File: config.mk
export PLATFORM = sky130hd
export DESIGN_NAME = isl_cell
export DESIGN_NICKNAME = d
export VERILOG_FILES = /design/src/rtl/isl_pkg.sv /design/src/rtl/isl_cell.sv
export SDC_FILE = /design/constraint.sdc
export NUM_CORES = 1
export LEC_CHECK = 0
export BUFFER_PORTS_ARGS = -buffer_cell sky130_fd_sc_hd__buf_4
export CORE_ASPECT_RATIO = 1.25
export CORE_MARGIN = 4
export CORE_UTILIZATION = 35
export DETAILED_ROUTE_END_ITERATION = 16
export GPL_TIMING_DRIVEN = 0
export PLACE_DENSITY_LB_ADDON = 0.08
export RECOVER_POWER = 100
export SYNTH_ARGS = -nofsm -noshare
export SYNTH_HDL_FRONTEND = slang
export SYNTH_SLANG_ARGS = --single-unit
File: constraint.sdc
create_clock -name clk_i -period 3.4 [get_ports clk_i]
set_clock_uncertainty 0.2 [all_clocks]
set_input_delay 0.34 -clock clk_i [delete_from_list [all_inputs] [get_ports clk_i]]
set_output_delay 0.34 -clock clk_i [all_outputs]
set_load 0.05 [all_outputs]
File: src/rtl/isl_pkg.sv
// ----------------------------------------------------------------------------
// isl_pkg
// Shared types, codes and sizes for the indexed sequence list.
// ----------------------------------------------------------------------------
package isl_pkg;

  localparam int CAPACITY    = 64;
  localparam int HANDLE_BITS = 32;

  // Count must be able to hold CAPACITY itself
  localparam int CNT_W = $clog2(CAPACITY + 1);
  // Compare width covers both the 6-bit position and the count
  localparam int CMP_W = (CNT_W > 7) ? CNT_W : 7;
  // Read tree grouping
  localparam int GROUP   = 8;
  localparam int NGROUPS = (CAPACITY + GROUP - 1) / GROUP;

  typedef logic [HANDLE_BITS-1:0] handle_t;

  typedef enum logic [2:0] {
    CMD_ADD_FRONT = 3'd0,
    CMD_ADD_BACK  = 3'd1,
    CMD_REM_FRONT = 3'd2,
    CMD_REM_BACK  = 3'd3,
    CMD_REM_AT    = 3'd4,
    CMD_GET       = 3'd5,
    CMD_CLEAR     = 3'd6,
    CMD_NOP       = 3'd7
  } cmd_e;

  typedef enum logic [1:0] {
    ST_OK    = 2'd0,
    ST_EMPTY = 2'd1,
    ST_INDEX = 2'd2,
    ST_FULL  = 2'd3
  } status_e;

  typedef enum logic [1:0] {
    OP_HOLD       = 2'd0,
    OP_TAKE_LOWER = 2'd1,
    OP_TAKE_UPPER = 2'd2,
    OP_LOAD       = 2'd3
  } cell_op_e;

  typedef struct packed {
    cell_op_e op;
    logic     rd_sel;
  } cell_ctrl_t;

endpackage

File: src/rtl/isl_cell.sv
// ----------------------------------------------------------------------------
// isl_cell
// One list slot: holds a handle, shifts towards either neighbour or loads.
// ----------------------------------------------------------------------------
module isl_cell
  import isl_pkg::*;
(
  input  logic       clk_i,
  input  cell_ctrl_t ctrl_i,
  input  handle_t    lower_i,   // neighbour towards the front
  input  handle_t    upper_i,   // neighbour towards the back
  input  handle_t    handle_i,
  output handle_t    data_o,
  output handle_t    rd_o
);

  handle_t data_q, data_d;

  always_comb begin
    case (ctrl_i.op)
      OP_TAKE_LOWER: data_d = lower_i;
      OP_TAKE_UPPER: data_d = upper_i;
      OP_LOAD:       data_d = handle_i;
      default:       data_d = data_q;
    endcase
  end

  always_ff @(posedge clk_i) begin
    data_q <= data_d;
  end

  assign data_o = data_q;
  // masked read tap, OR-combined downstream
  assign rd_o   = ctrl_i.rd_sel ? data_q : '0;

endmodule

Word level (Yosys, flattened, before mapping)
Cells that the tools add are included.

operators by class
  mux-type cells = 2
  reductions and logical operators = 1
  equality and inequality tests = 3

operators by type and width
  cell                  number
  $pmux W32 S3          1
  $mux W32              1
  $eq A2 B2 Y1 const B  2
  $reduce_bool A3 Y1    1
  $eq A2 B1 Y1 const B  1

storage, ports and cells
  bits of input ports = 100
  register bits after elaboration = 32
  logic and storage cells = 7
  output and inout port bits = 64

Depth between registers and ports, before layout
Gate-level depths: netlist (run 1).

  depth in word-level cells = 2
  depth in mapped cells = 4
  mapped depth without buffers = 2

Worst setup path after synthesis (run 1)
No wires, ideal clock.

  path type = reg-to-output
  start point = reg data_q[0], in the netlist data_o[0]
  end point = out rd_o[0]
  cell stages (with the launch flop) = 2
  buffers on the path = 0
  data arrival time = 1,117 ps
  slack = 1,743 ps
  data required time = 2,860 ps
  cell sequence = edfxtp_1 and2_1

on the way
  word-level cells in the longest chain between the ends = 1

RTL lines
  element                   RTL line        text
  start: declaration        isl_cell.sv:17  handle_t data_q, data_d;
  start signal: assignment  isl_cell.sv:29  data_q <= data_d;
  $mux W32                  isl_cell.sv:34  assign rd_o = ctrl_i.rd_sel ? data_q : '0;
  end: declaration          isl_cell.sv:14  output handle_t rd_o

Every way passes these cells.

Worst setup path after layout (run 1)
  start point = in ctrl_i[2] in the netlist's numbering
  end point = reg data_q[9], in the netlist data_o[9], enable pin

on the way
  word-level cells in the longest chain between the ends = 2

RTL lines
  element                                              RTL line        text
  start: declaration                                   isl_cell.sv:9   input cell_ctrl_t ctrl_i,
  $eq A2 B2 Y1 / $eq A2 B1 Y1 (equally long branches)  isl_cell.sv:20  case (ctrl_i.op)
  $reduce_bool A3 Y1 (no line) (*)                     --

Every way passes the cells marked *; elsewhere a longest branch is shown, timed or not.
A chain may end at the register's enable or synchronous reset.

==> reports/qor.yml, run 1 <==
clock_path_buffers: 2
firstDrtPassIters: 4
htree_levels: 2
placed_cells: 398
wl_um: 6120
ys_ff_latch: 32
synth.net_count: 275
netlist.area_leader.share_pct: 51.0
tightest_slew_ps: 1430
num_antenna_cells: 0
syn-instance-count: 175
ys_warn_count: 0
die_x_um: 73.6
largest_reg_flops: 32
fin_cells: 403
antenna_left: 0
maxClockFrequency_mhz: 470
die_y_um: 90.0
dieArea_um2: 6630
hold_depth: 3
rows: 29
startpoint_type: "input pin"
synth_area_um2: 1880
timing.critical_path.buf_inv: 1
initial_core_util_pct: 36.6
mostFrequentLayoutCells: "114 x buf_4, 56 x clkbuf_1"
hold_ws_ps: 191
vias_per_cell: 4.79
min_period_over_period_pct: 62.5
setup_viol: 0
post-route-util_pct: 59.3
finalCriticalPeriod_ps: 2130
grt_usage_pct: 18.2
postCtsSetupBuffers: 0
critPathKind: "input pin to flop"
rsz0062_at_grt: "false"
powerDensity_nw_per_um2: 434
path_clk_slew_ps: 60
vias: 1930
grt_pass1_wl_um: 9450
final_common_cell: "buf_4"
crit_chain: "clkbuf_1, or2_1"
drive_gt1_share_pct: 36.4
max_cap_viol_count: 0
postSynthAreaPerCell_um2: 10.8
syn_to_final_growth_pct: 62.2
cellLeakagePower_nw: 1.38
fin_total_pwr_mw: 1.33
synth.top_cells.by_area: "edfxtp_1 51%, mux2i_1 17%, and2_1 11%"
nets: 443
ctsHoldBuffers: 0
drc_errors: 0
root_buffer: "clkbuf_8"
cts_resized: 0
status: "complete, no violations"
maxSlewViolCount: 0
core_area_um2: 5150
ios: 164
cpPeakStageDelay_ps: 1130
holdCritPathClass: "input pin to flop"
yosysSeqAreaShare_pct: 51.0
worst_slack_ps: 1270
routedWlPerCell_um: 15.2
cts_inserted_buffers: 5
arrival_ps: 1800
slew-limit-headroom_pct: 4.65
io_buffers: 161
crit_fanout: 32
dp_hpwl_um: 4940
end_kind: "flop"
grt_pass1_vias: 1991
ir_worst_vdd_v: 0.000207
hold_violations: 0
fin_setup_tns_ps: 0
gr-total-overflow: 0
routabilityCongestion: 0.720
final_area_um2: 3060
cts_tree: "done"
hp-start: "lower_i[30]"
placed_area_um2: 3170
synth.distinct_cells: 11
cts.sinks: 32
pre_cts_ws_ps: 1530
path_depth: 2
yosysTopAreaCell: "edfxtp_1"
drt-initial-drc-count: 63
whs_endpoint: "data_o[30]"
antenna_found_initial: 0
critPathRequiredTime_ps: 3080
cp_top_family: "simple AND/OR/NAND/NOR gates"
slowest_stage: "or2_1"
grt_max_degree: 33
==> worst max-delay path by stage <==
| stage | from | end | slack, ps |
|---|---|---|---|
| 2_1_floorplan | data_o[0] | rd_o[0] | 1740 |
| 3_3_place_gp | ctrl_i[1] | data_o[6] | 1530 |
| 3_5_place_dp | ctrl_i[1] | data_o[5] | 1530 |
| 4_1_cts | ctrl_i[0] | rd_o[23] | 1620 |
| 5_1_grt | ctrl_i[2] | data_o[2] | 1120 |
| 6_report | ctrl_i[2] | data_o[9] | 1270 |
==> power by group <==
part,switching (mW),internal (mW)
sequential,0.0233,0.491
clock,0.122,0.132
combinational,0.389,0.170
total,0.534,0.793
==> layer usage <==
metal  part of all wire (%)  vias up  global-route usage (%)
met3                     10       13                    5.13
met2                     53      109                    33.4
li1                       -      943                       -
met4                    2.1        0                    6.50
met1                     35      865                    18.9
met5                      0        -                       0
==> cell families after synthesis <==
| logic type | synth area share, % |
|---|---|
| flip-flops | 51.0 |
| AND/OR/NAND/NOR | 17.3 |
| multiplexers | 17.0 |
| AO/OA/AOI/OAI | 8.50 |
| buffers and inverters | 6.18 |
==> cells in the mapped netlist <==
cell	number
a21oi_1	32
buf_4	1
buf_2	3
buf_6	1
clkbuf_1	6
and2_1	32
nor2_1	32
edfxtp_1	32
or2_2	1
mux2i_1	32
buf_12	3
==> cell type report <==
class                           count  area, um2
Sequential cell                    32        961
Clock buffer                        5       68.8
Tap cell                           62       77.6
Multi-Input combinational cell    129        807
Timing Repair Buffer              161       1030
Fill cell                         489       2100
Buffer                             14        110
Note: power is estimated with default switching activity, not from simulation.
==> run 2: changes to the inputs <==
ABC_AREA = 1   (was not set)
clock period = 1.9 ns   (was 3.4 ns; I/O delays follow)
==> reports/qor.yml, run 2 <==
p_int_mw: 1.42
setup_viol: 0
yosysTopAreaCell: "edfxtp_1"
firstDrtPassIters: 4
io_buffers: 162
cts_tree: "done"
final_common_cell: "buf_4"
drc_errors: 0
synthArstFlopShare_pct: 0
antenna_found_initial: 0
cts.sinks: 32
mostFrequentLayoutCells: "100 x buf_4, 81 x nand3_1, 72 x clkbuf_1"
post-route-util_pct: 58.0
critPathRequiredTime_ps: 1510
powerDensity_nw_per_um2: 739
synth.net_count: 347
die_x_um: 76.9
syn_to_final_growth_pct: 61.5
initial_core_util_pct: 35.9
grt_pass1_vias: 2375
finalCriticalPeriod_ps: 1640
startpoint_type: "flop"
whs_endpoint: "data_o[3]"
slowest_stage: "clkbuf_1"
fin_total_pwr_mw: 2.48
maxSlewViolCount: 0
clock_path_buffers: 2
cpPeakStageDelay_ps: 460
synth.distinct_cells: 10
core_area_um2: 5780
crit_chain: "nand2_1, inv_1, clkbuf_1"
max_cap_viol_count: 0
vias: 2371
synth_area_um2: 2080
hold_depth: 3
routabilityCongestion: 0.816
status: "complete, no violations"
routedWlPerCell_um: 15.4
tightest_slew_ps: 819
cellLeakagePower_nw: 1.70
root_buffer: "clkbuf_8"
crit_fanout: 2
ys_warn_count: 0
grt_max_degree: 33
p_seq_share_pct: 37.4
arrival_ps: 1250
vias_per_cell: 4.74
yosysSeqAreaShare_pct: 46.3
antenna_left: 0
switching_share_pct: 42.6
grt_pass1_wl_um: 11600
ir_worst_vdd_v: 0.000334
rows: 31
synth.top_cells.by_area: "edfxtp_1 46%, nand3_1 20%, nand2_1 12%"
largest_reg_flops: 32
worst_slack_ps: 258
num_antenna_cells: 0
drive_gt1_share_pct: 30.9
ios: 164
maxClockFrequency_mhz: 609
switchingPower_mw: 1.06
postSynthAreaPerCell_um2: 8.40
pre_cts_ws_ps: -22.6
dieArea_um2: 7230
synth_edf_count: 32
slew-limit-headroom_pct: 45.2
cts_inserted_buffers: 5
pwr-share-clk_pct: 20.6
nets: 534
htree_levels: 2
postCtsSetupBuffers: 0
holdCritPathClass: "input pin to flop"
hold_violations: 0
regArea_um2: 961
gr-total-overflow: 0
die_y_um: 94.1
syn-instance-count: 247
fillers: 608
min_period_over_period_pct: 86.4
netlist.area_leader.share_pct: 46.3
timing.critical_path.buf_inv: 2
p_comb_share_pct: 42.0
synth-main-ff-cell: "edfxtp_1"
multi_input_comb_area_um2: 802
grt_usage_pct: 20.5
path_clk_slew_ps: 80
end_kind: "output port"
hp-start: "lower_i[3]"
ys_top_cells_by_count: "81 x nand3_1, 65 x nand2_1, 33 x inv_1"
ys_ff_latch: 32
drt-initial-drc-count: 138
yosysMostFrequentCell: "nand3_1"
rsz0062_at_grt: "false"
critPathKind: "flop to output port"
cp_top_family: "buffers and inverters"
wl_um: 7690
dp_hpwl_um: 5700
-- run 2: what timing repair did --
item,CTS,global route
endpoints found under the hold margin,18,0
resized for setup,0,0
hold buffers,18,0
-- run 2: cell families (layout without fill, tap and decap cells) --
group / Yosys count / count (layout) / share of synthesized area, %
buffers and inverters: 54 / 241 / 15.2
flip-flops: 32 / 32 / 46.3
AND/OR/NAND/NOR: 161 / 161 / 38.5
-- run 2: final cells by class --
| class | instances | share of cell area, % |
|---|---|---|
| sequential | 32 | 28.7 |
| multi-input combinational | 161 | 23.9 |
| tap | 66 | 2.46 |
| timing repair buffer | 180 | 34.4 |
| inverter | 34 | 3.88 |
| buffer | 20 | 4.37 |
| clock buffer | 6 | 2.16 |
| clock inverter | 1 | 0.149 |
-- run 2: power groups by stage --
stage	Combinational, mW	Clock, mW	Sequential [mW]
after floorplan	0.418	0	1.23
after global placement	1.14	0	0.941
after detailed placement	1.15	0	0.943
after CTS	1.18	0.512	0.928
after global routing	1.11	0.545	0.937
final	1.04	0.509	0.926
-- run 2: layer usage --
| layer | up-vias | track usage (%) | wire length [um] | part of all wire, % |
|---|---|---|---|---|
| met5 | - | 0 | 0 | 0 |
| met4 | 0 | 6.50 | 64 | 0.83 |
| met3 | 6 | 3.55 | 514 | 6.7 |
| met2 | 107 | 38.4 | 4080 | 53 |
| met1 | 1069 | 23.5 | 3030 | 39 |
| li1 | 1189 | - | - | - |
-- run 2: worst max path at each step --
stage	startpoint	end	slack, ps	depth (start not counted)
global placement	ctrl_i[2]	data_o[15]	-540	4
floorplan	ctrl_i[1]	data_o[0]	140	4
detailed placement	ctrl_i[2]	data_o[3]	-20	4
global route	data_o[17]	rd_o[17]	180	3
CTS	ctrl_i[2]	data_o[30]	270	4
finish	data_o[4]	rd_o[4]	260	3
-- run 2: through the flow --
stage               setup TNS, ps  hold WS (ps)  instance area [um2]  cells
finish                          0         0.553                 3350    500
global route                    0         0.693                 3350    500
CTS                             0         0.283                 3630    500
detailed placement           -697           283                 3380    475
global placement           -17100           277                 3370    475
floorplan                       0           193                 2080    247
